## config.mk

```make
export PLATFORM = sky130hd
export DESIGN_NAME = sorted_list_table_flat
export DESIGN_NICKNAME = d
export VERILOG_FILES = /design/src/slt_pkg.sv /design/src/slt_if.sv /design/src/sorted_list_table.sv /design/src/flat_wrapper.sv
export VERILOG_INCLUDE_DIRS = /design/src /design/src/src
export SDC_FILE = /design/constraint.sdc
export NUM_CORES = 1
export LEC_CHECK = 0
export BUFFER_PORTS_ARGS = -buffer_cell sky130_fd_sc_hd__clkbuf_2
export CAP_MARGIN = 20
export CELL_PAD_IN_SITES_DETAIL_PLACEMENT = 1
export CELL_PAD_IN_SITES_GLOBAL_PLACEMENT = 1
export CORE_ASPECT_RATIO = 0.5
export CORE_MARGIN = 8
export CORE_UTILIZATION = 54
export DETAILED_ROUTE_END_ITERATION = 10
export PLACE_DENSITY_LB_ADDON = 0.05
export REMOVE_ABC_BUFFERS = 1
export SLEW_MARGIN = 20
export SYNTH_ARGS = -nofsm -noshare
export SYNTH_HDL_FRONTEND = slang
export SYNTH_SLANG_ARGS = --single-unit
```

## constraint.sdc

```tcl
create_clock -name clk -period 6.8 [get_ports clk]
set_input_delay 2.04 -clock clk [delete_from_list [all_inputs] [get_ports clk]]
set_output_delay 2.04 -clock clk [all_outputs]
set_load 0.01 [all_outputs]
```

## src/sorted_list_table_assert.svh

```systemverilog
// Assertion macros shared by the sorted list table RTL.
`ifndef SORTED_LIST_TABLE_ASSERT_SVH
`define SORTED_LIST_TABLE_ASSERT_SVH

// Same-cycle implication, checked out of reset.
`define SLT_ASSERT_IMP(lbl, ante, cons, msg) \
    lbl: assert property (@(posedge clk) disable iff (!rst_n) (ante) |-> (cons)) \
        else $error(msg);

// Next-cycle implication, checked out of reset.
`define SLT_ASSERT_NXT(lbl, ante, cons, msg) \
    lbl: assert property (@(posedge clk) disable iff (!rst_n) (ante) |=> (cons)) \
        else $error(msg);

`endif

```

## src/slt_pkg.sv

```systemverilog
// Package: sizes, operation codes and status codes of the sorted list table.
`timescale 1ns / 1ps

package slt_pkg;

    localparam int DEPTH    = 16;
    localparam int ADDR_W   = $clog2(DEPTH);
    localparam int CNT_W    = $clog2(DEPTH + 1);
    localparam int OP_W     = 3;
    localparam int DATA_W   = 32;
    localparam int STATUS_W = 2;

    // operation codes
    localparam logic [OP_W-1:0] OP_INSERT = 3'd0;
    localparam logic [OP_W-1:0] OP_SEARCH = 3'd1;
    localparam logic [OP_W-1:0] OP_DELETE = 3'd2;
    localparam logic [OP_W-1:0] OP_DUMP   = 3'd3;
    localparam logic [OP_W-1:0] OP_DRAIN  = 3'd4;

    // status codes
    localparam logic [STATUS_W-1:0] ST_OK      = 2'd0;
    localparam logic [STATUS_W-1:0] ST_MISSING = 2'd1;
    localparam logic [STATUS_W-1:0] ST_FULL    = 2'd2;
    localparam logic [STATUS_W-1:0] ST_EMPTY   = 2'd3;

endpackage

```

## src/slt_if.sv

```systemverilog
// Interfaces: request and response channels of the sorted list table.
`timescale 1ns / 1ps

interface slt_req_if;
    logic                              valid;
    logic                              ready;
    logic [slt_pkg::OP_W-1:0]          op;
    logic signed [slt_pkg::DATA_W-1:0] value;

    modport source (output valid, output op, output value, input ready);
    modport sink   (input valid, input op, input value, output ready);
endinterface

interface slt_rsp_if;
    logic                              valid;
    logic                              ready;
    logic signed [slt_pkg::DATA_W-1:0] element;
    logic [slt_pkg::STATUS_W-1:0]      status;
    logic                              last;

    modport source (output valid, output element, output status, output last, input ready);
    modport sink   (input valid, input element, input status, input last, output ready);
endinterface

```

## src/sorted_list_table.sv

```systemverilog
// Top level: sorted list table with one memory and one compare unit.
//
//  channel | dir | payload                    | handshake
//  --------+-----+----------------------------+-------------
//  req     | in  | op, value                  | valid/ready
//  rsp     | out | element, status, last      | valid/ready
//
// One request at a time; ready is high only while the sequencer is idle.
// Insert walks down from the top, search and delete walk up from slot zero, and
// dump and drain visit every entry and wait on output stalls: every visited
// entry passes through a read state and a compare state on the memory.
// rst_n is asynchronous and empties the table (memory contents are not cleared).
// A stalled response holds in the output register; the sequencer waits on it.
`timescale 1ns / 1ps

module sorted_list_table (
    input  logic      clk,
    input  logic      rst_n,
    slt_req_if.sink   req,
    slt_rsp_if.source rsp
);

    typedef enum logic [2:0] {
        S_IDLE,
        S_READ,
        S_CMP,
        S_PUT,
        S_RESP
    } state_t;

    state_t                             state_reg;
    logic [slt_pkg::OP_W-1:0]           op_reg;
    logic signed [slt_pkg::DATA_W-1:0]  val_reg;
    logic [slt_pkg::ADDR_W-1:0]         addr_reg;
    logic [slt_pkg::CNT_W-1:0]          occ_reg;
    logic [slt_pkg::STATUS_W-1:0]       status_reg;
    logic                               shift_reg;

    logic                               out_valid_reg;
    logic signed [slt_pkg::DATA_W-1:0]  out_element_reg;
    logic [slt_pkg::STATUS_W-1:0]       out_status_reg;
    logic                               out_last_reg;

    // entry storage, one write and one registered read port
    logic signed [slt_pkg::DATA_W-1:0]  mem [slt_pkg::DEPTH];
    logic signed [slt_pkg::DATA_W-1:0]  rd_data_reg;
    logic                               we;
    logic [slt_pkg::ADDR_W-1:0]         wa;
    logic signed [slt_pkg::DATA_W-1:0]  wd;

    logic                               out_free;
    logic                               out_load;
    logic                               at_end;
    logic                               not_less;
    logic                               equal;

    assign req.ready   = (state_reg == S_IDLE);
    assign rsp.valid   = out_valid_reg;
    assign rsp.element = out_element_reg;
    assign rsp.status  = out_status_reg;
    assign rsp.last    = out_last_reg;

    assign out_free = !out_valid_reg || rsp.ready;
    assign at_end   = (slt_pkg::CNT_W'(addr_reg) == occ_reg - slt_pkg::CNT_W'(1));

    // output register loads on a single-result reply or on each dump/drain entry
    assign out_load = out_free &&
                      ((state_reg == S_RESP) ||
                       (state_reg == S_CMP &&
                        (op_reg == slt_pkg::OP_DUMP || op_reg == slt_pkg::OP_DRAIN)));

    // shared compare unit
    assign not_less = (rd_data_reg >= val_reg);
    assign equal    = (rd_data_reg == val_reg);

    // memory write selection
    always_comb
    begin
        we = 1'b0;
        wa = addr_reg;
        wd = rd_data_reg;
        if (state_reg == S_CMP && op_reg == slt_pkg::OP_INSERT)
        begin
            we = 1'b1;
            wa = slt_pkg::ADDR_W'(addr_reg + slt_pkg::ADDR_W'(1));
            wd = not_less ? rd_data_reg : val_reg;
        end
        else if (state_reg == S_CMP && op_reg == slt_pkg::OP_DELETE && shift_reg)
        begin
            we = 1'b1;
            wa = slt_pkg::ADDR_W'(addr_reg - slt_pkg::ADDR_W'(1));
        end
        else if (state_reg == S_PUT)
        begin
            we = 1'b1;
            wa = '0;
            wd = val_reg;
        end
    end

    // memory
    always_ff @(posedge clk)
    begin
        if (we)
        begin
            mem[wa] <= wd;
        end
        rd_data_reg <= mem[addr_reg];
    end

    // sequencer and output register
    always_ff @(posedge clk or negedge rst_n)
    begin
        if (!rst_n)
        begin
            state_reg       <= S_IDLE;
            op_reg          <= slt_pkg::OP_INSERT;
            val_reg         <= '0;
            addr_reg        <= '0;
            occ_reg         <= '0;
            status_reg      <= slt_pkg::ST_OK;
            out_valid_reg   <= 1'b0;
            out_element_reg <= '0;
            out_status_reg  <= slt_pkg::ST_OK;
            out_last_reg    <= 1'b0;
            shift_reg       <= 1'b0;
        end
        else
        begin
            if (out_load)
            begin
                out_valid_reg <= 1'b1;
            end
            else if (rsp.ready)
            begin
                out_valid_reg <= 1'b0;
            end

            unique case (state_reg)
                S_IDLE:
                begin
                    if (req.valid)
                    begin
                        op_reg    <= req.op;
                        val_reg   <= req.value;
                        shift_reg <= 1'b0;
                        addr_reg  <= '0;
                        case (req.op) inside
                            slt_pkg::OP_INSERT:
                            begin
                                if (occ_reg == slt_pkg::CNT_W'(slt_pkg::DEPTH))
                                begin
                                    status_reg <= slt_pkg::ST_FULL;
                                    state_reg  <= S_RESP;
                                end
                                else if (occ_reg == '0)
                                begin
                                    state_reg <= S_PUT;
                                end
                                else
                                begin
                                    addr_reg  <= slt_pkg::ADDR_W'(occ_reg - slt_pkg::CNT_W'(1));
                                    state_reg <= S_READ;
                                end
                            end
                            slt_pkg::OP_SEARCH, slt_pkg::OP_DELETE:
                            begin
                                status_reg <= slt_pkg::ST_MISSING;
                                state_reg  <= (occ_reg == '0) ? S_RESP : S_READ;
                            end
                            slt_pkg::OP_DUMP, slt_pkg::OP_DRAIN:
                            begin
                                status_reg <= slt_pkg::ST_EMPTY;
                                state_reg  <= (occ_reg == '0) ? S_RESP : S_READ;
                            end
                            default:
                            begin
                                state_reg <= S_IDLE;
                            end
                        endcase
                    end
                end

                S_READ:
                begin
                    state_reg <= S_CMP;
                end

                S_CMP:
                begin
                    case (op_reg) inside
                        // walk down from the top, moving entries not less than the value up one slot
                        slt_pkg::OP_INSERT:
                        begin
                            if (!not_less)
                            begin
                                occ_reg    <= occ_reg + slt_pkg::CNT_W'(1);
                                status_reg <= slt_pkg::ST_OK;
                                state_reg  <= S_RESP;
                            end
                            else if (addr_reg == '0)
                            begin
                                state_reg <= S_PUT;
                            end
                            else
                            begin
                                addr_reg  <= slt_pkg::ADDR_W'(addr_reg - slt_pkg::ADDR_W'(1));
                                state_reg <= S_READ;
                            end
                        end
                        slt_pkg::OP_SEARCH:
                        begin
                            if (equal || at_end)
                            begin
                                status_reg <= equal ? slt_pkg::ST_OK : slt_pkg::ST_MISSING;
                                state_reg  <= S_RESP;
                            end
                            else
                            begin
                                addr_reg  <= slt_pkg::ADDR_W'(addr_reg + slt_pkg::ADDR_W'(1));
                                state_reg <= S_READ;
                            end
                        end
                        // find the first match, then pull the rest down one slot
                        slt_pkg::OP_DELETE:
                        begin
                            if ((shift_reg || equal) && at_end)
                            begin
                                occ_reg    <= occ_reg - slt_pkg::CNT_W'(1);
                                status_reg <= slt_pkg::ST_OK;
                                state_reg  <= S_RESP;
                            end
                            else if (at_end)
                            begin
                                status_reg <= slt_pkg::ST_MISSING;
                                state_reg  <= S_RESP;
                            end
                            else
                            begin
                                shift_reg <= shift_reg || equal;
                                addr_reg  <= slt_pkg::ADDR_W'(addr_reg + slt_pkg::ADDR_W'(1));
                                state_reg <= S_READ;
                            end
                        end
                        slt_pkg::OP_DUMP, slt_pkg::OP_DRAIN:
                        begin
                            if (out_free)
                            begin
                                out_element_reg <= rd_data_reg;
                                out_status_reg  <= slt_pkg::ST_OK;
                                out_last_reg    <= at_end;
                                if (at_end)
                                begin
                                    if (op_reg == slt_pkg::OP_DRAIN)
                                    begin
                                        occ_reg <= '0;
                                    end
                                    state_reg <= S_IDLE;
                                end
                                else
                                begin
                                    addr_reg  <= slt_pkg::ADDR_W'(addr_reg + slt_pkg::ADDR_W'(1));
                                    state_reg <= S_READ;
                                end
                            end
                        end
                        default:
                        begin
                            state_reg <= S_IDLE;
                        end
                    endcase
                end

                // new value lands in slot zero
                S_PUT:
                begin
                    occ_reg    <= occ_reg + slt_pkg::CNT_W'(1);
                    status_reg <= slt_pkg::ST_OK;
                    state_reg  <= S_RESP;
                end

                // single-result reply
                S_RESP:
                begin
                    if (out_free)
                    begin
                        out_element_reg <= (status_reg == slt_pkg::ST_EMPTY) ? '0 : val_reg;
                        out_status_reg  <= status_reg;
                        out_last_reg    <= 1'b1;
                        state_reg       <= S_IDLE;
                    end
                end

                default:
                begin
                    state_reg <= S_IDLE;
                end
            endcase
        end
    end

`include "sorted_list_table_assert.svh"

    `SLT_ASSERT_IMP(a_occ_bound, 1'b1, occ_reg <= slt_pkg::CNT_W'(slt_pkg::DEPTH),
                    "occupancy above depth")

    `SLT_ASSERT_NXT(a_idle_occ, state_reg == S_IDLE, $stable(occ_reg),
                    "occupancy moved while idle")

    `SLT_ASSERT_NXT(a_full_flag,
                    req.valid && req.ready && req.op == slt_pkg::OP_INSERT
                        && occ_reg == slt_pkg::CNT_W'(slt_pkg::DEPTH),
                    state_reg == S_RESP && status_reg == slt_pkg::ST_FULL,
                    "full insert not flagged")

    `SLT_ASSERT_NXT(a_drain_clear,
                    state_reg == S_CMP && op_reg == slt_pkg::OP_DRAIN && out_free && at_end,
                    occ_reg == '0 && out_last_reg,
                    "drain did not empty table")

endmodule

```

## src/flat_wrapper.sv

```systemverilog
// flat-port wrapper written by rule: the top's interface ports become plain ports
module sorted_list_table_flat 
  (clk, rst_n, req_valid, req_op, req_value, req_ready, rsp_valid, rsp_element, rsp_status, rsp_last, rsp_ready);
  slt_req_if req_i ();
  slt_rsp_if rsp_i ();
  input  logic clk;
  input  logic rst_n;
  input wire logic [$bits(req_i.valid)-1:0] req_valid;
  input wire logic [$bits(req_i.op)-1:0] req_op;
  input wire logic [$bits(req_i.value)-1:0] req_value;
  output wire logic [$bits(req_i.ready)-1:0] req_ready;
  output wire logic [$bits(rsp_i.valid)-1:0] rsp_valid;
  output wire logic [$bits(rsp_i.element)-1:0] rsp_element;
  output wire logic [$bits(rsp_i.status)-1:0] rsp_status;
  output wire logic [$bits(rsp_i.last)-1:0] rsp_last;
  input wire logic [$bits(rsp_i.ready)-1:0] rsp_ready;
  assign req_i.valid = req_valid;
  assign req_i.op = req_op;
  assign req_i.value = req_value;
  assign req_ready = req_i.ready;
  assign rsp_valid = rsp_i.valid;
  assign rsp_element = rsp_i.element;
  assign rsp_status = rsp_i.status;
  assign rsp_last = rsp_i.last;
  assign rsp_i.ready = rsp_ready;
  sorted_list_table u_core (.clk(clk), .rst_n(rst_n), .req(req_i), .rsp(rsp_i));
endmodule
```

==> results.yml, run 1 <==
global_routing:
  grt.overflow.total: 0
  grt_max_degree: 117
  grt_use_total: 0.247
  grt_pass1_wl_um: 99300
  grt_antenna_before_repair: 0
  grt_pass1_vias: 15100
critical_path:
  critical_path_class: "register to register"
  reg2reg_from: "u_core.val_reg[23]"
  critical_path.startpoint: "u_core.val_reg[23]"
  ff2ff_setup_slack_ns: 2.24
  arrival_ns: 4.83
  endpoint_kind: "register"
  required_ns: 7.06
  crit_fanout: 18
  regToRegEndpoint: "u_core.mem[7][22]"
  critPathLaunchType: "register"
  reg2reg_depth: 10
sta:
  fin_hold_ws_ns: 0.484
  final_hold_viol_count: 0
  slew_violations: 0
  slew-limit-headroom: 0.251
  worst_pin_slew_ns: 1.12
  setup_viol: 0
  fmax_mhz: 219
  fin_crit_ns: 4.56
  skew_ns: 0.0302
  period_share: 0.671
  rsz0062_at_grt: "false"
  setup-tns-final_ns: 0
layout:
  drive_above_1_share: 0.257
  n_antenna_cell: 0
  fin_nets: 1579
  area.growth.synth_to_final_pct: 12.3
  regMostFlops: "u_core.mem"
  fin_cells: 2188
  largest_reg_flops: 512
logic_synthesis:
  yosysSeqAreaShare: 0.712
  synthArstFlopShare: 0.137
  ys_warn_count: 0
  synth_top_cell_by_area: "edfxtp_1"
  synth_area_sq_um: 25500
  synth_flop_cell: "edfxtp_1"
  synth_cells: 1414
  ys_ff_latch: 630
  synth_enable_flop_cells: 512
  synth_area_per_cell_sq_um: 18.0
  synth_top_cell_area_share: 0.602
  yosysUniqueCellTypes: 65
  ys_top_cells_by_area: "edfxtp_1 60%, mux4_2 14%, dfrtp_1 8.4%"
clock_tree:
  htree_levels: 2
  cts_resized: 0
  post_cts_buffers: 0
  clock-root-buffer: "clkbuf_16"
  cts_buffer_depth: 3
  clk_pin_slew_ns: 0.07
  clock_latency_ns: 0.61
  tritoncts: "yes"
  ctsHoldBuffers: 0
  cts_inserted_buffers: 54
  cts_sinks: 630
route:
  drt.antenna.violating_nets: 0
  drc: 0
  routedWlPerCell_um: 30.9
  via_per_inst: 6.38
  vias: 14000
  dr.pass1.iters: 5
  wl_um: 67600
  drtIter0Drc: 1667
pwr:
  power_frac_seq: 0.445
  power.total_mw: 12.4
  swShare: 0.321
  power.net_switching_mw: 3.98
  intPower_mw: 8.42
  leakage_nw: 9.81
  power_density_nw_per_um2: 432
  combPwrFrac: 0.289
  ir_worst_vdd_mv: 0.218
  pwr-share-clk: 0.266
floorplan:
  start_util: 0.546
  dieArea_sq_um: 54900
  die_w_um: 323
  core_sq_um: 46700
  die_h_um: 170
  ios: 76
  rows: 56
placed_design:
  place_inst: 2085
  gp_congestion: 0.781
  port_buffers: 75
  dp_hpwl_um: 37800
min_path:
  min_path_cells: 2
  min_from: "u_core.rsp.element[3]"
  holdPathEnd: "u_core.rsp.element[3]"
  hp-class: "register to register"
flow_run:
  drv_cap: 0
run_status:
  status: "finished clean"
[layout make-up]
cell class	count	area (sq um)
clock buffers	65	1450
repair buffers	110	673
flip-flops and latches	630	18200
multi-input cells	665	6970
fillers	4059	18100
well taps	638	798
inverters	43	161
clock inverters	37	435
[through the flow]
step,setup slack (ns),util,area [sq um]
final,2.24,0.613,28700
after global routing,2.00,0.613,28700
after CTS,2.27,0.613,28600
after detailed placement,2.28,0.572,26800
after global placement,2.39,0.572,26700
after floorplan,-2.64,-,25200
[logic make-up after synthesis]
| logic type | count (synthesis) | synth area share |
|---|---|---|
| AO/OA/AOI/OAI | 189 | 0.0438 |
| XOR/XNOR | 11 | 0.00431 |
| adder cells (fa/ha/maj) | 36 | 0.0176 |
| buffers and inverters | 119 | 0.0187 |
| flip-flops | 630 | 0.712 |
| multiplexers | 204 | 0.160 |
| AND/OR/NAND/NOR | 225 | 0.0433 |
[synthesized netlist by cell type (all sizes together), types with 4 or more instances]
cell    count
nor3       25
a31oi       8
nor3b       4
nand3      12
xnor2      10
buf        22
clkbuf     54
dfxtp      32
edfxtp    512
mux2       40
or3         4
ha         36
mux2i       4
nor2       20
o22ai       4
mux4      160
inv        42
nor4        5
nand2      98
nand2b      4
and3       35
dfrtp      86
a21oi      59
a32o        4
a21o        5
o21ai      79
nand4      10
[power groups by stage]
| stage | registers, mW | logic (mW) | clock network, mW |
|---|---|---|---|
| floorplan | 5.70 | 2.34 | 0 |
| global placement | 5.55 | 3.42 | 0 |
| detailed placement | 5.59 | 3.57 | 0 |
| CTS | 5.51 | 3.60 | 3.34 |
| global route | 5.57 | 3.89 | 3.47 |
| finish | 5.52 | 3.59 | 3.29 |
[placed cells by master, fill, tap and decap left out, types with 20 or more instances in the layout]
cell type,synthesis,layout
mux2_1,32,32
clkbuf_2,0,74
o21ai_0,79,79
nand2_1,98,97
buf_4,0,34
ha_1,36,36
a21oi_1,57,57
inv_1,41,41
mux4_2,160,160
nor2_1,20,20
edfxtp_1,512,512
dfrtp_1,86,83
clkbuf_16,0,55
dfxtp_1,32,32
and3_1,35,35
[routing by layer]
layer  share of wire  track usage  vias up
met5               0            0        -
met4           0.021       0.0584        0
met3           0.070       0.0482      104
met2            0.48        0.401      525
met1            0.43        0.350     7483
li1                -            -     5840
[critical path, stage by stage (launching register included)]
cell	delay [ns]
dfrtp_1	0.37
inv_1	0.06
ha_1	0.31
a21oi_1	0.15
o21ai_0	0.28
a221o_1	0.41
nor4_1	0.55
nor3_2	0.25
a21oi_4	0.78
buf_4	0.46
mux2_1	0.57
[how the worst max path moves through the flow]
stage	end	slack (ns)	cells past startpoint
floorplan	u_core.mem[0][0]	-2.64	5
global placement	u_core.mem[6][15]	2.39	9
detailed placement	u_core.mem[13][22]	2.28	10
CTS	u_core.mem[13][22]	2.27	10
global route	u_core.mem[7][22]	2.00	10
finish	u_core.mem[7][22]	2.24	10
Power figures use the tool's default switching activity.
==> run 2, diff against run 1 <==
- clock period: 6.8 -> 4.29 ns (I/O delays scaled with it)
==> run 2 against run 1 <==
- clock skew grew 0.0066 ns
- critical path depth is the same
- maximum frequency grew 16%
- power grew 55%
- core utilization grew 0.22 points
- hold slack lost 0.0042 ns
- global-route usage grew 0.072 points
- via count grew 1.0%
- worst setup slack lost 1.9 ns
==> results.yml, run 2 (synthesized netlist as in run 1, its figures left out) <==
route:
  drtIter0Drc: 1472
  vias: 14100
  drt.antenna.violating_nets: 0
  drc: 0
  via_per_inst: 6.39
  dr.pass1.iters: 5
  routedWlPerCell_um: 30.8
  wl_um: 68000
run_status:
  status: "finished clean"
placed_design:
  pre_cts_ws_ns: 0.484
  port_buffers: 75
  gp_congestion: 0.784
  dp_hpwl_um: 38100
  place_inst: 2104
layout:
  largest_reg_flops: 512
  final_cell_mix: "512 x edfxtp_1, 160 x mux4_2, 97 x nand2_1"
  drive_above_1_share: 0.252
  area.growth.synth_to_final_pct: 12.7
  n_antenna_cell: 0
  regMostFlops: "u_core.mem"
  fin_nets: 1597
  final_common_cell: "edfxtp_1"
  fin_cells: 2206
floorplan:
  rows: 56
  die_h_um: 170
  ios: 76
  die_w_um: 323
  dieArea_sq_um: 54900
  core_sq_um: 46700
  start_util: 0.546
pwr:
  power_density_nw_per_um2: 670
  intPower_mw: 13.0
  leakage_nw: 9.83
  power_frac_seq: 0.456
  swShare: 0.324
  combPwrFrac: 0.295
  pwr-share-clk: 0.250
  power.net_switching_mw: 6.24
  ir_worst_vdd_mv: 0.442
flow_run:
  drv_cap: 0
sta:
  fin_crit_ns: 3.94
  worst_pin_slew_ns: 1.04
  fmax_mhz: 254
  skew_ns: 0.0368
  final_hold_viol_count: 0
  slew_violations: 0
  setup_viol: 0
  period_share: 0.918
  rsz0062_at_grt: "false"
  fin_ws_ns: 0.351
  slew-limit-headroom: 0.307
clock_tree:
  htree_levels: 2
  cts_inserted_buffers: 54
  clock_latency_ns: 0.62
  cts_resized: 0
  clk_pin_slew_ns: 0.07
  post_cts_buffers: 0
  cts_buffer_depth: 3
  tritoncts: "yes"
  clock-root-buffer: "clkbuf_16"
  cts_sinks: 630
  ctsHoldBuffers: 0
global_routing:
  grt_use_total: 0.248
  grt_antenna_before_repair: 0
  grt_pass1_wl_um: 99300
  grt.overflow.total: 0
  grt_max_degree: 121
  grt_pass1_vias: 14900
critical_path:
  reg2reg_from: "u_core.val_reg[10]"
  reg2reg_depth: 10
  arrival_ns: 4.21
  ff2ff_setup_slack_ns: 0.35
  endpoint_kind: "register"
  crit_fanout: 25
  critPathLaunchType: "register"
  required_ns: 4.56
  regToRegEndpoint: "u_core.mem[8][25]"
  critical_path_class: "register to register"
min_path:
  holdPathEnd: "u_core.rsp.element[3]"
  min_path_cells: 2
  min_from: "u_core.rsp.element[3]"
  hp-class: "register to register"
-- run 2: cell count changes in the layout (fill, tap and decap cells not counted), moves of 3 or more --
cell | before | now
bufinv_16 | 9 | 3
buf_12 | 1 | 16
clkinv_2 | 17 | 6
buf_4 | 34 | 38
clkbuf_1 | 6 | 24
clkinv_1 | 7 | 10
-- run 2: power groups by stage --
stage / Combinational [mW] / Sequential [mW] / Clock (mW)
final: 5.68 / 8.78 / 4.82
after global routing: 6.17 / 8.86 / 5.11
after CTS: 5.71 / 8.77 / 4.90
after detailed placement: 5.67 / 8.89 / 0
after global placement: 5.43 / 8.83 / 0
after floorplan: 3.69 / 9.03 / 0
-- run 2: worst max path at each step --
stage / to / depth (start not counted) / slack (ns) / from
2_1_floorplan: u_core.mem[0][0] / 5 / -5.15 / u_core.addr_reg[0]
3_3_place_gp: u_core.mem[6][12] / 10 / 0.61 / u_core.val_reg[10]
3_5_place_dp: u_core.mem[14][23] / 10 / 0.48 / u_core.val_reg[10]
4_1_cts: u_core.mem[3][21] / 10 / 0.42 / u_core.val_reg[10]
5_1_grt: u_core.mem[7][3] / 10 / 0.28 / u_core.val_reg[5]
6_report: u_core.mem[8][25] / 10 / 0.35 / u_core.val_reg[10]
-- run 2: per-layer routing --
layer  GRT usage  up-vias  wire length, um
met2       0.396      503            32200
li1            -     5868                -
met5           0        -                0
met3      0.0499       98             4820
met4      0.0524        0             1200
met1       0.358     7625            29700
-- run 2: cell type report --
type                       count  area (sq um)
clock buffer                  82          1510
clock inverter                20           186
fill                        4091         18000
inverter                      43           161
multi-input combinational    665          6970
sequential                   630         18200
tap                          638           798
timing repair buffer         128           976
-- run 2: worst max-delay path, cell delays in order (launching register included) --
cell	delay (ns)
dfrtp_1	0.38
inv_1	0.08
ha_1	0.32
nand4_1	0.22
or3_1	0.53
or4_1	0.59
a31oi_2	0.21
nor3_2	0.15
a21oi_4	0.24
buf_12	0.27
mux2_1	0.59
-- run 2: through the flow --
stage	area (sq um)	power [mW]	hold WS (ns)	utilization	TNS (ns)
after floorplan	25200	12.7	0.481	-	-2778.44
after global placement	27100	14.3	0.462	0.579	0
after detailed placement	27100	14.6	0.469	0.579	0
after CTS	28800	19.4	0.487	0.616	0
after global routing	28800	20.1	0.508	0.616	0
final	28800	19.3	0.480	0.616	0
